## config.mk

```make
export PLATFORM = sky130hd
export DESIGN_NAME = complement_checked_packet_deframer
export DESIGN_NICKNAME = d
export VERILOG_FILES = /design/src/sv/ccpd_pkg.sv /design/src/sv/ccpd_mem.sv /design/src/sv/ccpd_parser.sv /design/src/sv/ccpd_readout.sv /design/src/sv/complement_checked_packet_deframer.sv
export VERILOG_INCLUDE_DIRS = /design/src /design/src/sv
export SDC_FILE = /design/constraint.sdc
export NUM_CORES = 1
export LEC_CHECK = 0
export ABC_AREA = 1
export BUFFER_PORTS_ARGS = -buffer_cell sky130_fd_sc_hd__buf_2
export CAP_MARGIN = 20
export CORE_ASPECT_RATIO = 1.4
export CORE_MARGIN = 4
export CORE_UTILIZATION = 30
export CTS_BUF_LIST = sky130_fd_sc_hd__clkbuf_8 sky130_fd_sc_hd__clkbuf_16
export DETAILED_ROUTE_END_ITERATION = 16
export HOLD_SLACK_MARGIN = 0.02
export SETUP_SLACK_MARGIN = 0.15
export SYNTH_ARGS = -nofsm -noshare
export SYNTH_HDL_FRONTEND = slang
export SYNTH_SLANG_ARGS = --single-unit
```

## constraint.sdc

```tcl
create_clock -name clk -period 4.94 [get_ports clk]
set_input_delay 0.247 -clock clk [delete_from_list [all_inputs] [get_ports clk]]
set_output_delay 0.247 -clock clk [all_outputs]
set_load 0.02 [all_outputs]
```

## src/sv/assert_macros.svh

```systemverilog
// Assertion helpers, clocked on clk and disabled while rst_n is low.
`ifndef ASSERT_MACROS_SVH
`define ASSERT_MACROS_SVH

`ifndef NO_ASSERTIONS

`define ASSERT_HOLDS(label, cond, msg) \
    label: assert property (@(posedge clk) disable iff (!rst_n) (cond)) else $error(msg);

`define ASSERT_NEXT(label, ante, cons, msg) \
    label: assert property (@(posedge clk) disable iff (!rst_n) (ante) |=> (cons)) \
        else $error(msg);

`else

`define ASSERT_HOLDS(label, cond, msg)

`define ASSERT_NEXT(label, ante, cons, msg)

`endif

`endif

```

## src/sv/ccpd_pkg.sv

```systemverilog
package ccpd_pkg;

    localparam int MAX_PAYLOAD_DEF = 32;

    localparam int BYTE_W      = 8;
    localparam int LEN_CFG_W   = 6;
    localparam int INDEX_W     = 5;
    localparam int POS_W       = 8;
    localparam int CFG_IDX_W   = 1;
    localparam int CFG_DATA_W  = 8;
    localparam int OUT_TDATA_W = 16;

    localparam logic [CFG_IDX_W-1:0] REG_EXPECTED_ADDRESS = 1'd0;
    localparam logic [CFG_IDX_W-1:0] REG_PAYLOAD_LEN      = 1'd1;

    localparam logic [LEN_CFG_W-1:0] PAYLOAD_LEN_RST = 6'd1;
    localparam logic [POS_W-1:0]     POS_IDLE        = 8'hFF;
    localparam logic [POS_W-1:0]     POS_ADDR        = 8'd1;
    localparam logic [POS_W-1:0]     POS_ADDR_CHK    = 8'd2;
    localparam logic [POS_W-1:0]     POS_DATA_FIRST  = 8'd3;
    localparam logic [BYTE_W:0]      HEADER_STEP     = 9'd2;

    typedef struct packed {
        logic start;
        logic bank;
    } ccpd_done_t;

endpackage

```

## src/sv/ccpd_mem.sv

```systemverilog
module ccpd_mem
    import ccpd_pkg::*;
#(
    parameter int ADDR_W = 6
)
(
    input  logic              clk,
    input  logic              we,
    input  logic [ADDR_W-1:0] waddr,
    input  logic [BYTE_W-1:0] wdata,
    input  logic              re,
    input  logic [ADDR_W-1:0] raddr,
    output logic [BYTE_W-1:0] rdata
);

    localparam int DEPTH = 2 ** ADDR_W;

    logic [BYTE_W-1:0] mem [DEPTH];
    logic [BYTE_W-1:0] rdata_reg;

    always_ff @(posedge clk)
    begin
        if (we)
        begin
            mem[waddr] <= wdata;
        end
    end

    // read data holds while re is low
    always_ff @(posedge clk)
    begin
        if (re)
        begin
            rdata_reg <= mem[raddr];
        end
    end

    assign rdata = rdata_reg;

endmodule

```

## src/sv/ccpd_parser.sv

```systemverilog
module ccpd_parser
    import ccpd_pkg::*;
#(
    parameter int MAX_PAYLOAD = MAX_PAYLOAD_DEF
)
(
    input  logic                  clk,
    input  logic                  rst_n,
    input  logic                  cfg_we,
    input  logic [CFG_IDX_W-1:0]  cfg_index,
    input  logic [CFG_DATA_W-1:0] cfg_data,
    input  logic                  in_take,
    input  logic [BYTE_W-1:0]     in_byte,
    output logic                  at_end,
    output logic                  wr_en,
    output logic [(MAX_PAYLOAD > 1 ? $clog2(MAX_PAYLOAD) : 1):0] wr_addr,
    output logic [BYTE_W-1:0]     wr_data,
    output ccpd_done_t            done,
    output logic [$clog2(MAX_PAYLOAD + 1)-1:0] done_len
);

    localparam int IDX_W = (MAX_PAYLOAD > 1) ? $clog2(MAX_PAYLOAD) : 1;
    localparam int LEN_W = $clog2(MAX_PAYLOAD + 1);

    logic [BYTE_W-1:0]    exp_addr_reg;
    logic [LEN_CFG_W-1:0] len_cfg_reg;
    logic [BYTE_W-1:0]    hist1_reg, hist1_next;
    logic [BYTE_W-1:0]    hist2_reg, hist2_next;
    logic [POS_W-1:0]     pos_reg, pos_next;
    logic [BYTE_W-1:0]    addr_reg, addr_next;
    logic [BYTE_W-1:0]    prev_reg, prev_next;
    logic                 bank_reg, bank_next;

    logic [POS_W-1:0]     len_wide;
    logic [LEN_W-1:0]     eff_len;
    logic [POS_W-1:0]     frame_end;
    logic [POS_W-1:0]     p;
    logic [POS_W-1:0]     data_off;
    logic                 header;

    always_ff @(posedge clk or negedge rst_n)
    begin
        if (!rst_n)
        begin
            exp_addr_reg <= '0;
            len_cfg_reg  <= PAYLOAD_LEN_RST;
        end
        else if (cfg_we)
        begin
            unique case (cfg_index)
                REG_EXPECTED_ADDRESS: exp_addr_reg <= cfg_data;
                REG_PAYLOAD_LEN:      len_cfg_reg  <= cfg_data[LEN_CFG_W-1:0];
            endcase
        end
    end

    // length saturated to 1..MAX_PAYLOAD
    always_comb
    begin
        len_wide = POS_W'(len_cfg_reg);
        if (len_wide == '0)
        begin
            eff_len = LEN_W'(1);
        end
        else if (len_wide > POS_W'(MAX_PAYLOAD))
        begin
            eff_len = LEN_W'(MAX_PAYLOAD);
        end
        else
        begin
            eff_len = LEN_W'(len_wide);
        end
    end

    assign frame_end = POS_W'({eff_len, 1'b0}) + POS_W'(2);
    assign at_end    = (pos_reg == frame_end);
    assign done_len  = eff_len;
    assign data_off  = pos_reg - POS_DATA_FIRST;

    always_comb
    begin
        hist1_next = hist1_reg;
        hist2_next = hist2_reg;
        pos_next   = pos_reg;
        addr_next  = addr_reg;
        prev_next  = prev_reg;
        bank_next  = bank_reg;
        wr_en      = 1'b0;
        wr_addr    = {bank_reg, data_off[IDX_W:1]};
        wr_data    = in_byte;
        done       = '{start: 1'b0, bank: bank_reg};
        p          = pos_reg;
        header     = ({1'b0, hist1_reg} + HEADER_STEP == {1'b0, hist2_reg}) &&
                     ({1'b0, hist2_reg} + HEADER_STEP == {1'b0, in_byte});

        if (in_take)
        begin
            hist1_next = hist2_reg;
            hist2_next = in_byte;

            if (p == POS_ADDR)
            begin
                addr_next = in_byte;
            end
            else if (p == POS_ADDR_CHK)
            begin
                if (addr_reg != exp_addr_reg || addr_reg != ~in_byte)
                begin
                    p = POS_IDLE;
                end
            end

            if (p >= POS_DATA_FIRST && p <= frame_end)
            begin
                if (p[0])
                begin
                    wr_en     = 1'b1;
                    prev_next = in_byte;
                end
                else if (in_byte != ~prev_reg)
                begin
                    p = POS_IDLE;
                end
            end

            if (p == frame_end)
            begin
                pos_next   = POS_IDLE;
                done.start = 1'b1;
                bank_next  = ~bank_reg;
            end
            else
            begin
                if (header)
                begin
                    p = '0;
                end
                if (p != POS_IDLE)
                begin
                    p = p + POS_W'(1);
                end
                pos_next = p;
            end
        end
    end

    always_ff @(posedge clk or negedge rst_n)
    begin
        if (!rst_n)
        begin
            hist1_reg <= '0;
            hist2_reg <= '0;
            pos_reg   <= POS_IDLE;
            addr_reg  <= '0;
            prev_reg  <= '0;
            bank_reg  <= 1'b0;
        end
        else
        begin
            hist1_reg <= hist1_next;
            hist2_reg <= hist2_next;
            pos_reg   <= pos_next;
            addr_reg  <= addr_next;
            prev_reg  <= prev_next;
            bank_reg  <= bank_next;
        end
    end

endmodule

```

## src/sv/ccpd_readout.sv

```systemverilog
`include "assert_macros.svh"

module ccpd_readout
    import ccpd_pkg::*;
#(
    parameter int MAX_PAYLOAD = MAX_PAYLOAD_DEF
)
(
    input  logic                 clk,
    input  logic                 rst_n,
    input  ccpd_done_t           done,
    input  logic [$clog2(MAX_PAYLOAD + 1)-1:0] done_len,
    output logic                 busy,
    output logic                 re,
    output logic [(MAX_PAYLOAD > 1 ? $clog2(MAX_PAYLOAD) : 1):0] raddr,
    output logic                 out_valid,
    input  logic                 out_ready,
    output logic [INDEX_W-1:0]   out_index,
    output logic                 out_last
);

    localparam int IDX_W = (MAX_PAYLOAD > 1) ? $clog2(MAX_PAYLOAD) : 1;
    localparam int LEN_W = $clog2(MAX_PAYLOAD + 1);

    logic               active_reg, active_next;
    logic               bank_reg, bank_next;
    logic [LEN_W-1:0]   len_reg, len_next;
    logic [LEN_W-1:0]   cnt_reg, cnt_next;
    logic               out_valid_reg, out_valid_next;
    logic [INDEX_W-1:0] idx_reg, idx_next;
    logic               last_reg, last_next;
    logic               adv;
    logic [LEN_W-1:0]   cnt_inc;

    assign adv     = !out_valid_reg || out_ready;
    assign re      = adv && active_reg;
    assign raddr   = {bank_reg, cnt_reg[IDX_W-1:0]};
    assign cnt_inc = cnt_reg + LEN_W'(1);
    assign busy    = active_reg;

    always_comb
    begin
        active_next    = active_reg;
        bank_next      = bank_reg;
        len_next       = len_reg;
        cnt_next       = cnt_reg;
        out_valid_next = out_valid_reg;
        idx_next       = idx_reg;
        last_next      = last_reg;

        // output stage moves together with the memory read register
        if (adv)
        begin
            out_valid_next = active_reg;
            idx_next       = INDEX_W'(cnt_reg);
            last_next      = (cnt_inc == len_reg);
        end

        if (re)
        begin
            cnt_next = cnt_inc;
            if (cnt_inc == len_reg)
            begin
                active_next = 1'b0;
            end
        end

        if (done.start)
        begin
            active_next = 1'b1;
            bank_next   = done.bank;
            len_next    = done_len;
            cnt_next    = '0;
        end
    end

    always_ff @(posedge clk or negedge rst_n)
    begin
        if (!rst_n)
        begin
            active_reg    <= 1'b0;
            bank_reg      <= 1'b0;
            len_reg       <= '0;
            cnt_reg       <= '0;
            out_valid_reg <= 1'b0;
            idx_reg       <= '0;
            last_reg      <= 1'b0;
        end
        else
        begin
            active_reg    <= active_next;
            bank_reg      <= bank_next;
            len_reg       <= len_next;
            cnt_reg       <= cnt_next;
            out_valid_reg <= out_valid_next;
            idx_reg       <= idx_next;
            last_reg      <= last_next;
        end
    end

    assign out_valid = out_valid_reg;
    assign out_index = idx_reg;
    assign out_last  = last_reg;

    `ASSERT_HOLDS(a_start_when_idle, !(done.start && active_reg), "packet done during readout")
    `ASSERT_HOLDS(a_cnt_below_len, !active_reg || cnt_reg < len_reg, "read count past length")
    `ASSERT_NEXT(a_final_read_ends, re && cnt_inc == len_reg && !done.start, !active_reg, "readout did not stop")

endmodule

```

## src/sv/complement_checked_packet_deframer.sv

```systemverilog
// Packet deframer for a byte stream with complement-checked fields.
// Input channel s_*: one received byte per item. A packet is a header of
// three bytes h, h+2, h+4, the address byte and its complement, then
// payload_len pairs of a data byte and its complement.
// Output channel m_*: the data bytes of a checked packet, one per item,
// with their index and tlast on the final byte of the packet.
// Configuration: cfg_we/cfg_index/cfg_data; index 0 expected address,
// index 1 payload length (saturated to 1..MAX_PAYLOAD).
// The parser takes a byte whenever s_tvalid and s_tready are high. The byte that
// completes a packet hands the filled bank of the two-bank payload memory to the
// readout, which registers the hand-over and then reads the bank out through the
// memory read register, one byte per cycle, set by the single memory read port.
// The other bank fills meanwhile. If the receiver stalls, the readout holds; a
// completing byte that comes before the previous run is read out waits with s_tready low.
// Reset: address 0, length 1, parser idle, no output pending. The payload
// memory is not cleared; it is always written before it is read.
`include "assert_macros.svh"

module complement_checked_packet_deframer
    import ccpd_pkg::*;
#(
    parameter int MAX_PAYLOAD = MAX_PAYLOAD_DEF
)
(
    input  logic                   clk,
    input  logic                   rst_n,
    input  logic                   cfg_we,
    input  logic [CFG_IDX_W-1:0]   cfg_index,
    input  logic [CFG_DATA_W-1:0]  cfg_data,
    input  logic                   s_tvalid,
    output logic                   s_tready,
    input  logic [BYTE_W-1:0]      s_tdata,    // [7:0] rx_byte
    output logic                   m_tvalid,
    input  logic                   m_tready,
    output logic [OUT_TDATA_W-1:0] m_tdata,    // [7:0] payload_byte, [12:8] payload_index
    output logic                   m_tlast
);

    localparam int IDX_W  = (MAX_PAYLOAD > 1) ? $clog2(MAX_PAYLOAD) : 1;
    localparam int LEN_W  = $clog2(MAX_PAYLOAD + 1);
    localparam int ADDR_W = IDX_W + 1;

    logic               in_take;
    logic               at_end;
    logic               busy;
    logic               mem_we;
    logic [ADDR_W-1:0]  mem_waddr;
    logic [BYTE_W-1:0]  mem_wdata;
    logic               mem_re;
    logic [ADDR_W-1:0]  mem_raddr;
    logic [BYTE_W-1:0]  mem_rdata;
    ccpd_done_t         done;
    logic [LEN_W-1:0]   done_len;
    logic [INDEX_W-1:0] out_index;

    assign s_tready = !(busy && at_end);
    assign in_take  = s_tvalid && s_tready;

    ccpd_parser #(
        .MAX_PAYLOAD (MAX_PAYLOAD)
    ) u_parser (
        .clk       (clk),
        .rst_n     (rst_n),
        .cfg_we    (cfg_we),
        .cfg_index (cfg_index),
        .cfg_data  (cfg_data),
        .in_take   (in_take),
        .in_byte   (s_tdata),
        .at_end    (at_end),
        .wr_en     (mem_we),
        .wr_addr   (mem_waddr),
        .wr_data   (mem_wdata),
        .done      (done),
        .done_len  (done_len)
    );

    ccpd_mem #(
        .ADDR_W (ADDR_W)
    ) u_mem (
        .clk   (clk),
        .we    (mem_we),
        .waddr (mem_waddr),
        .wdata (mem_wdata),
        .re    (mem_re),
        .raddr (mem_raddr),
        .rdata (mem_rdata)
    );

    ccpd_readout #(
        .MAX_PAYLOAD (MAX_PAYLOAD)
    ) u_readout (
        .clk       (clk),
        .rst_n     (rst_n),
        .done      (done),
        .done_len  (done_len),
        .busy      (busy),
        .re        (mem_re),
        .raddr     (mem_raddr),
        .out_valid (m_tvalid),
        .out_ready (m_tready),
        .out_index (out_index),
        .out_last  (m_tlast)
    );

    assign m_tdata = {(OUT_TDATA_W - INDEX_W - BYTE_W)'(0), out_index, mem_rdata};

    `ASSERT_HOLDS(a_banks_apart, !(mem_we && mem_re) || mem_waddr[IDX_W] != mem_raddr[IDX_W], "fill and readout share a bank")

endmodule

```

# Yosys cells after proc, flatten, opt, wreduce, memory -nomap -nowiden
# Memories as Yosys holds them, arrays and structs flattened. A register that Yosys moved wholly into a read port is not among the register bits.
# Index checks and enable logic that the tools add are counted.
[word_totals]
regBits = 76
ram_bits = 512
in_bits = 22
out_inout_bits = 19
elab_cells = 85
memories = 1
[classes]
add_sub_neg = 6
order_cmp = 3
n_eq_ne = 11
muxes = 27
bitwise = 4
n_reduce_logical = 18
[memory_table]
columns = ["memory", "depth", "width", "rd", "rd_ports_with_merged_regs", "wr", "line", "text"]
rows = [
  ["u_mem.mem", 64, 8, 1, 1, 1, "ccpd_mem.sv:18", "logic [BYTE_W-1:0] mem [DEPTH];"],
]
[op_table]
columns = ["operator", "n"]
rows = [
  ["8-bit two-way mux", 13],
  ["6-bit two-way mux", 4],
  ["8-bit != test", 3],
  ["8-bit by 2-bit adder with 9-bit output (second input constant)", 2],
  ["9-bit by 8-bit == test with 1-bit output", 2],
  ["8-bit == test", 2],
  ["8-bit inverter", 2],
  ["1-bit two-way mux", 10],
  ["2-bit AND reduction", 5],
  ["7-bit by 2-bit adder with 8-bit output (second input constant)", 1],
  ["8-bit by 1-bit adder with 8-bit output (second input constant)", 1],
  ["8-bit by 1-bit == test with 1-bit output (second input constant)", 1],
  ["8-bit by 2-bit == test with 1-bit output (second input constant)", 1],
  ["8-bit by 2-bit >= comparator with 1-bit output (second input constant)", 1],
  ["8-bit <= comparator", 1],
  ["8-bit != test (second input constant)", 1],
  ["6-bit by 1-bit adder with 6-bit output (second input constant)", 1],
  ["6-bit == test", 1],
  ["6-bit greater-than comparator (second input constant)", 1],
  ["6-bit logical NOT", 1],
  ["6-bit by 2-bit subtractor with 6-bit output (second input constant)", 1],
  ["1-bit logical AND", 5],
  ["2-bit nonzero test", 2],
  ["3-bit AND reduction", 1],
  ["3 further kinds", 6],
]

# Depth between registers and ports, before layout
[depth]
depth_word = 19
mapped_depth = 27
mapped_depth_nobuf = 26

# Hierarchy
# A second synthesis with hierarchy kept.
[hier_totals]
hier_cells = 2546
hier_area_um2 = 26613.0
[by_module_without_submodules]
columns = ["mod", "n_inst", "cells_per_inst", "area_each_um2", "seq_area_each_um2"]
rows = [
  ["ccpd_mem", 1, 1805, 21419.3, 15615.0],
  ["ccpd_parser", 1, 605, 4108.9, 1387.6],
  ["ccpd_readout", 1, 129, 1042.2, 525.5],
  ["complement_checked_packet_deframer", 1, 7, 42.5, 0.0],
]

# Worst setup path after synthesis
# Ideal clock, no wire load.
[synth_path]
path_kind = "reg2reg"
startpoint = "reg u_parser.len_cfg_reg[0]"
endpoint = "mem u_mem.mem[40][0] (enable)"
setup_ns = 0.383
t_arrival_ns = 3.320
required_ns = 4.557
path_slack_ns = 1.237
stages_incl_launch_ff = 18
path_buffers = 0
synth_period_minus_slack_ns = 3.703
path_cell_list = "dfstp_2 > inv_1 > nand2_1 > inv_1 > nor2_1 > ha_1 > nand4_1 > xor2_1 > inv_1 > ha_1 > nand4_1 > nor3b_1 > nand3_1 > nand2_1 > nand3_1 > nor2_4 > nand3_1 > nor3_1"
[synth_via]
elab_chain_cells = 11
word_cells_on_any_way = 15
cone_classes = "add/sub (1); order compare (2); eq/ne (1); mux (6); reduce/logical (5)"
[synth_lines]
columns = ["element", "line", "text"]
rows = [
  ["start: declaration", "ccpd_parser.sv:26", "logic [LEN_CFG_W-1:0] len_cfg_reg;"],
  ["start signal: assignment", "ccpd_parser.sv:52", "REG_PAYLOAD_LEN: len_cfg_reg <= cfg_data[LEN_CFG_W-1:0];"],
  ["6-bit greater-than comparator", "ccpd_parser.sv:65", "else if (len_wide > POS_W'(MAX_PAYLOAD))"],
  ["6-bit two-way mux", "ccpd_parser.sv:65", ""],
  ["6-bit two-way mux *", "ccpd_parser.sv:61", "if (len_wide == '0)"],
  ["net done_len[0]", "complement_checked_packet_deframer.sv:53", "logic [LEN_W-1:0] done_len;"],
  ["7-bit by 2-bit adder with 8-bit output *", "ccpd_parser.sv:75", "assign frame_end = POS_W'({eff_len, 1'b0}) + POS_W'(2);"],
  ["branches (longest 4 deep; another with 8-bit <= comparator)", "--", ""],
  ["1-bit two-way mux *", "ccpd_parser.sv:96", "if (in_take)"],
  ["1-bit two-way mux *", "ccpd_mem.sv:23", "if (we)"],
  ["1-bit two-way mux (not written as such) *", "ccpd_mem.sv:25", "mem[waddr] <= wdata;"],
  ["end: declaration", "ccpd_mem.sv:18", ""],
]
# Mark *: on every way through the listed nets, which the timed path passes.

# Worst setup path after layout
[layout_path]
startpoint = "reg u_parser.len_cfg_reg[0]"
endpoint = "mem u_mem.mem[38][7] (enable)"
# Same word-level chain as after synthesis.

==> flow_summary.ini <==
[min_path]
hp-class = in -> reg
holdPathEnd = u_parser.prev_reg[4]
hold-path-cell-count = 3
min_from = s_tdata[4]

[clock_tree]
cts_buffers = 58
cts.clk_slew.worst_paths_ns = 0.06
clk_latency_ns = 0.63
cts_tree = yes
h-tree-depth = 2
cts.path.max_buffers = 3
cts_root_buf = clkbuf_16
cts_sinks = 596

[timing]
finalHoldViolCount = 0
holdWs_ns = 0.03333
setup_violations = 0
fin_crit_ns = 4.572
finalMaxSlewViolations = 0
setup-tns-final_ns = 0
fmax_mhz = 218.7
fin_crit_sh = 0.9256
slew_headroom = 0.2341
rsz0062_at_grt = yes
skew_ns = 0.01705
worst_pin_slew_ns = 1.148

[critical_path]
cp-startpoint = u_parser.len_cfg_reg[0]
regToRegSetupSlack_ns = 0.37
worst_setup_path_end_kind = flip-flop
regToRegStartpoint = u_parser.len_cfg_reg[0]
crit_required_ns = 5.19
worstPathMaxFanout = 10
critical_path_class = reg -> reg
crit_arrival_ns = 4.82
cp-start-kind = flip-flop
r2r_cells = 17
worstReg2RegEnd = u_mem.mem[38][7]

[floorplan]
die_h_um = 351.9
die_w_um = 253.7
core_sq_um = 83360
ios = 41
die_area_sq_um = 89260
start_util = 0.3040
fp-row-count = 125

[layout]
area.growth.synth_to_final_pct = 14.13
antenna_cells = 0
regMostFlops = u_mem.mem
layout_common_cells = edfxtp_1, nor2_1, o21ai_0
largest_register_ffs = 512
final_common_cell = edfxtp_1
drive_above_1_share = 0.1064
nets = 2310
fillers = 8159
fin_util = 0.3470
final_area_sq_um = 28930

[drt]
wirelength_mm = 72.41
drcViolationCount = 0
drt-vias-per-instance = 5.064
drt_iter0_markers = 1596
wl_per_cell_um = 21.30
drt_pass1_iterations = 6
vias = 17220
ant_nets = 0

[global_route]
grt_overflow = 0
grt_pass1_vias = 17500
grt_pass1_wl_mm = 108.5
antenna_found_initial = 3
grt_max_degree = 123
track_usage = 0.1583

[placement]
gp_congestion = 0.8641
place_hpwl_mm = 46.46
placed_area_sq_um = 26820
numPortBuffers = 37

[power]
powerDensity_nw_per_um2 = 544.3
peakVddDrop_mv = 0.3088
power_leakage_nw = 9.967
total_power_w = 0.01574

[synth]
yosysTopAreaCell = edfxtp_1
synth-async-reset-ratio = 0.1275
synth_area_sq_um = 25340
synth_seq_cells = 596
synth_edf_count = 520
synth_top_cells_by_area = edfxtp_1, o21ai_0, nor2_1
synth_ff_type = edfxtp_1
synthMuxAreaShare = 0
netlist_instances = 2232
yosys_warnings = 0
yosysSeqAreaShare = 0.6916
synthXorXnorAreaFrac = 0.01348
synth_compound_area_frac = 0.1255
synth_top_family_by_area = simple AND/OR/NAND/NOR gates
syn_avg_cell_area_sq_um = 11.35
synthDistinctLibCells = 46
yosys.area_share.simple = 0.1265
yosysTopAreaCellShare = 0.6161
synth-adder-area-share = 0.006912

[run_status]
status = complete, no violations

[job]
maxCapViolCount = 0
==> final cells by class <==
| class | instances | area [sq um] | area share |
|---|---|---|---|
| clock buffers | 62 | 1518 | 0.05247 |
| clock inverters | 45 | 407.9 | 0.01410 |
| inverters | 100 | 381.6 | 0.01319 |
| multi-input cells | 1409 | 6923 | 0.2393 |
| flip-flops and latches | 596 | 17540 | 0.6063 |
| well taps | 1079 | 1350 | 0.04667 |
| repair buffers | 109 | 808.3 | 0.02794 |
==> how the worst max path moves through the flow <==
stage	to	slack, ns	cells after the start
after global routing	u_mem.mem[22][0]	0.06	18
after CTS	u_mem.mem[54][1]	0.38	17
final	u_mem.mem[38][7]	0.37	17
after floorplan	u_mem.mem[40][0]	1.24	17
after global placement	u_mem.mem[54][3]	0.51	21
after detailed placement	u_mem.mem[38][4]	0.46	17
==> kinds of logic after synthesis <==
| group | Yosys count |
|---|---|
| and+or+nand+nor | 780 |
| other | 2 |
| AOI/OAI and AO/OA | 572 |
| adders and majority gates | 14 |
| buffers and inverters | 229 |
| DFF | 596 |
| xor gates and xnor gates | 39 |
==> power breakdown <==
group	switching [W]	total (W)	internal, W
registers	0.000314	0.00607	0.00576
clock network	0.00195	0.00449	0.00254
logic	0.00372	0.00518	0.00146
total	0.00598	0.0157	0.00976
==> worst max-delay path, stage by stage (launching register included) <==
cell and delay [ns]:
dfstp_2 0.55, inv_1 0.06, nand2_1 0.06, inv_1 0.03
nor2_1 0.21, ha_1 0.24, nand4_1 0.12, xor2_1 0.33
inv_1 0.11, ha_1 0.32, nand4_1 0.13, nor3b_1 0.21
nand3_1 0.10, nand2_1 0.11, nand3_1 0.12, nor2_4 0.25
nand3_2 0.47, nor2_1 0.77
==> per-layer routing <==
layer / up-vias / routed length (um) / global-route usage / part of all wire
met4: 0 / 3414 / 0.07014 / 0.047
met5: - / 0 / 0 / 0
met2: 642 / 35970 / 0.2703 / 0.50
met3: 158 / 4469 / 0.02908 / 0.062
met1: 8374 / 28550 / 0.1952 / 0.39
li1: 8045 / - / - / -
==> synth_stat cells, types with 3 or more instances <==
master and n:
a21oi_1 15, buf_2 4, buf_4 5, buf_6 3
clkbuf_1 115, dfrtp_1 67, dfstp_2 9, edfxtp_1 520
ha_1 14, inv_1 86, inv_2 13, nand2_1 225
nand2_2 11, nand3_1 49, nand3_2 3, nand4_1 11
nor2_1 447, nor2_2 3, nor2_4 4, nor3_1 15
o211ai_1 11, o21ai_0 367, o21ai_1 7, o21ai_2 5
o221ai_1 18, o22ai_1 139, o32ai_1 4, or2_2 3
xnor2_1 15, xor2_1 24
==> per-stage QoR <==
step	std cells	setup WS [ns]
finish	3400	0.3677
global route	3400	0.05899
CTS	3400	0.3812
detailed placement	3276	0.4556
global placement	3276	0.5069
floorplan	2234	1.237
==> timing repair <==
item / CTS / global route
gates resized for setup: 0 / 2
endpoints found under the hold margin: 37 / 0
setup buffers: 0 / 0
hold buffers: 17 / 0
endpoints found under the setup margin: 0 / 56
(Power assumes the default switching activity.)
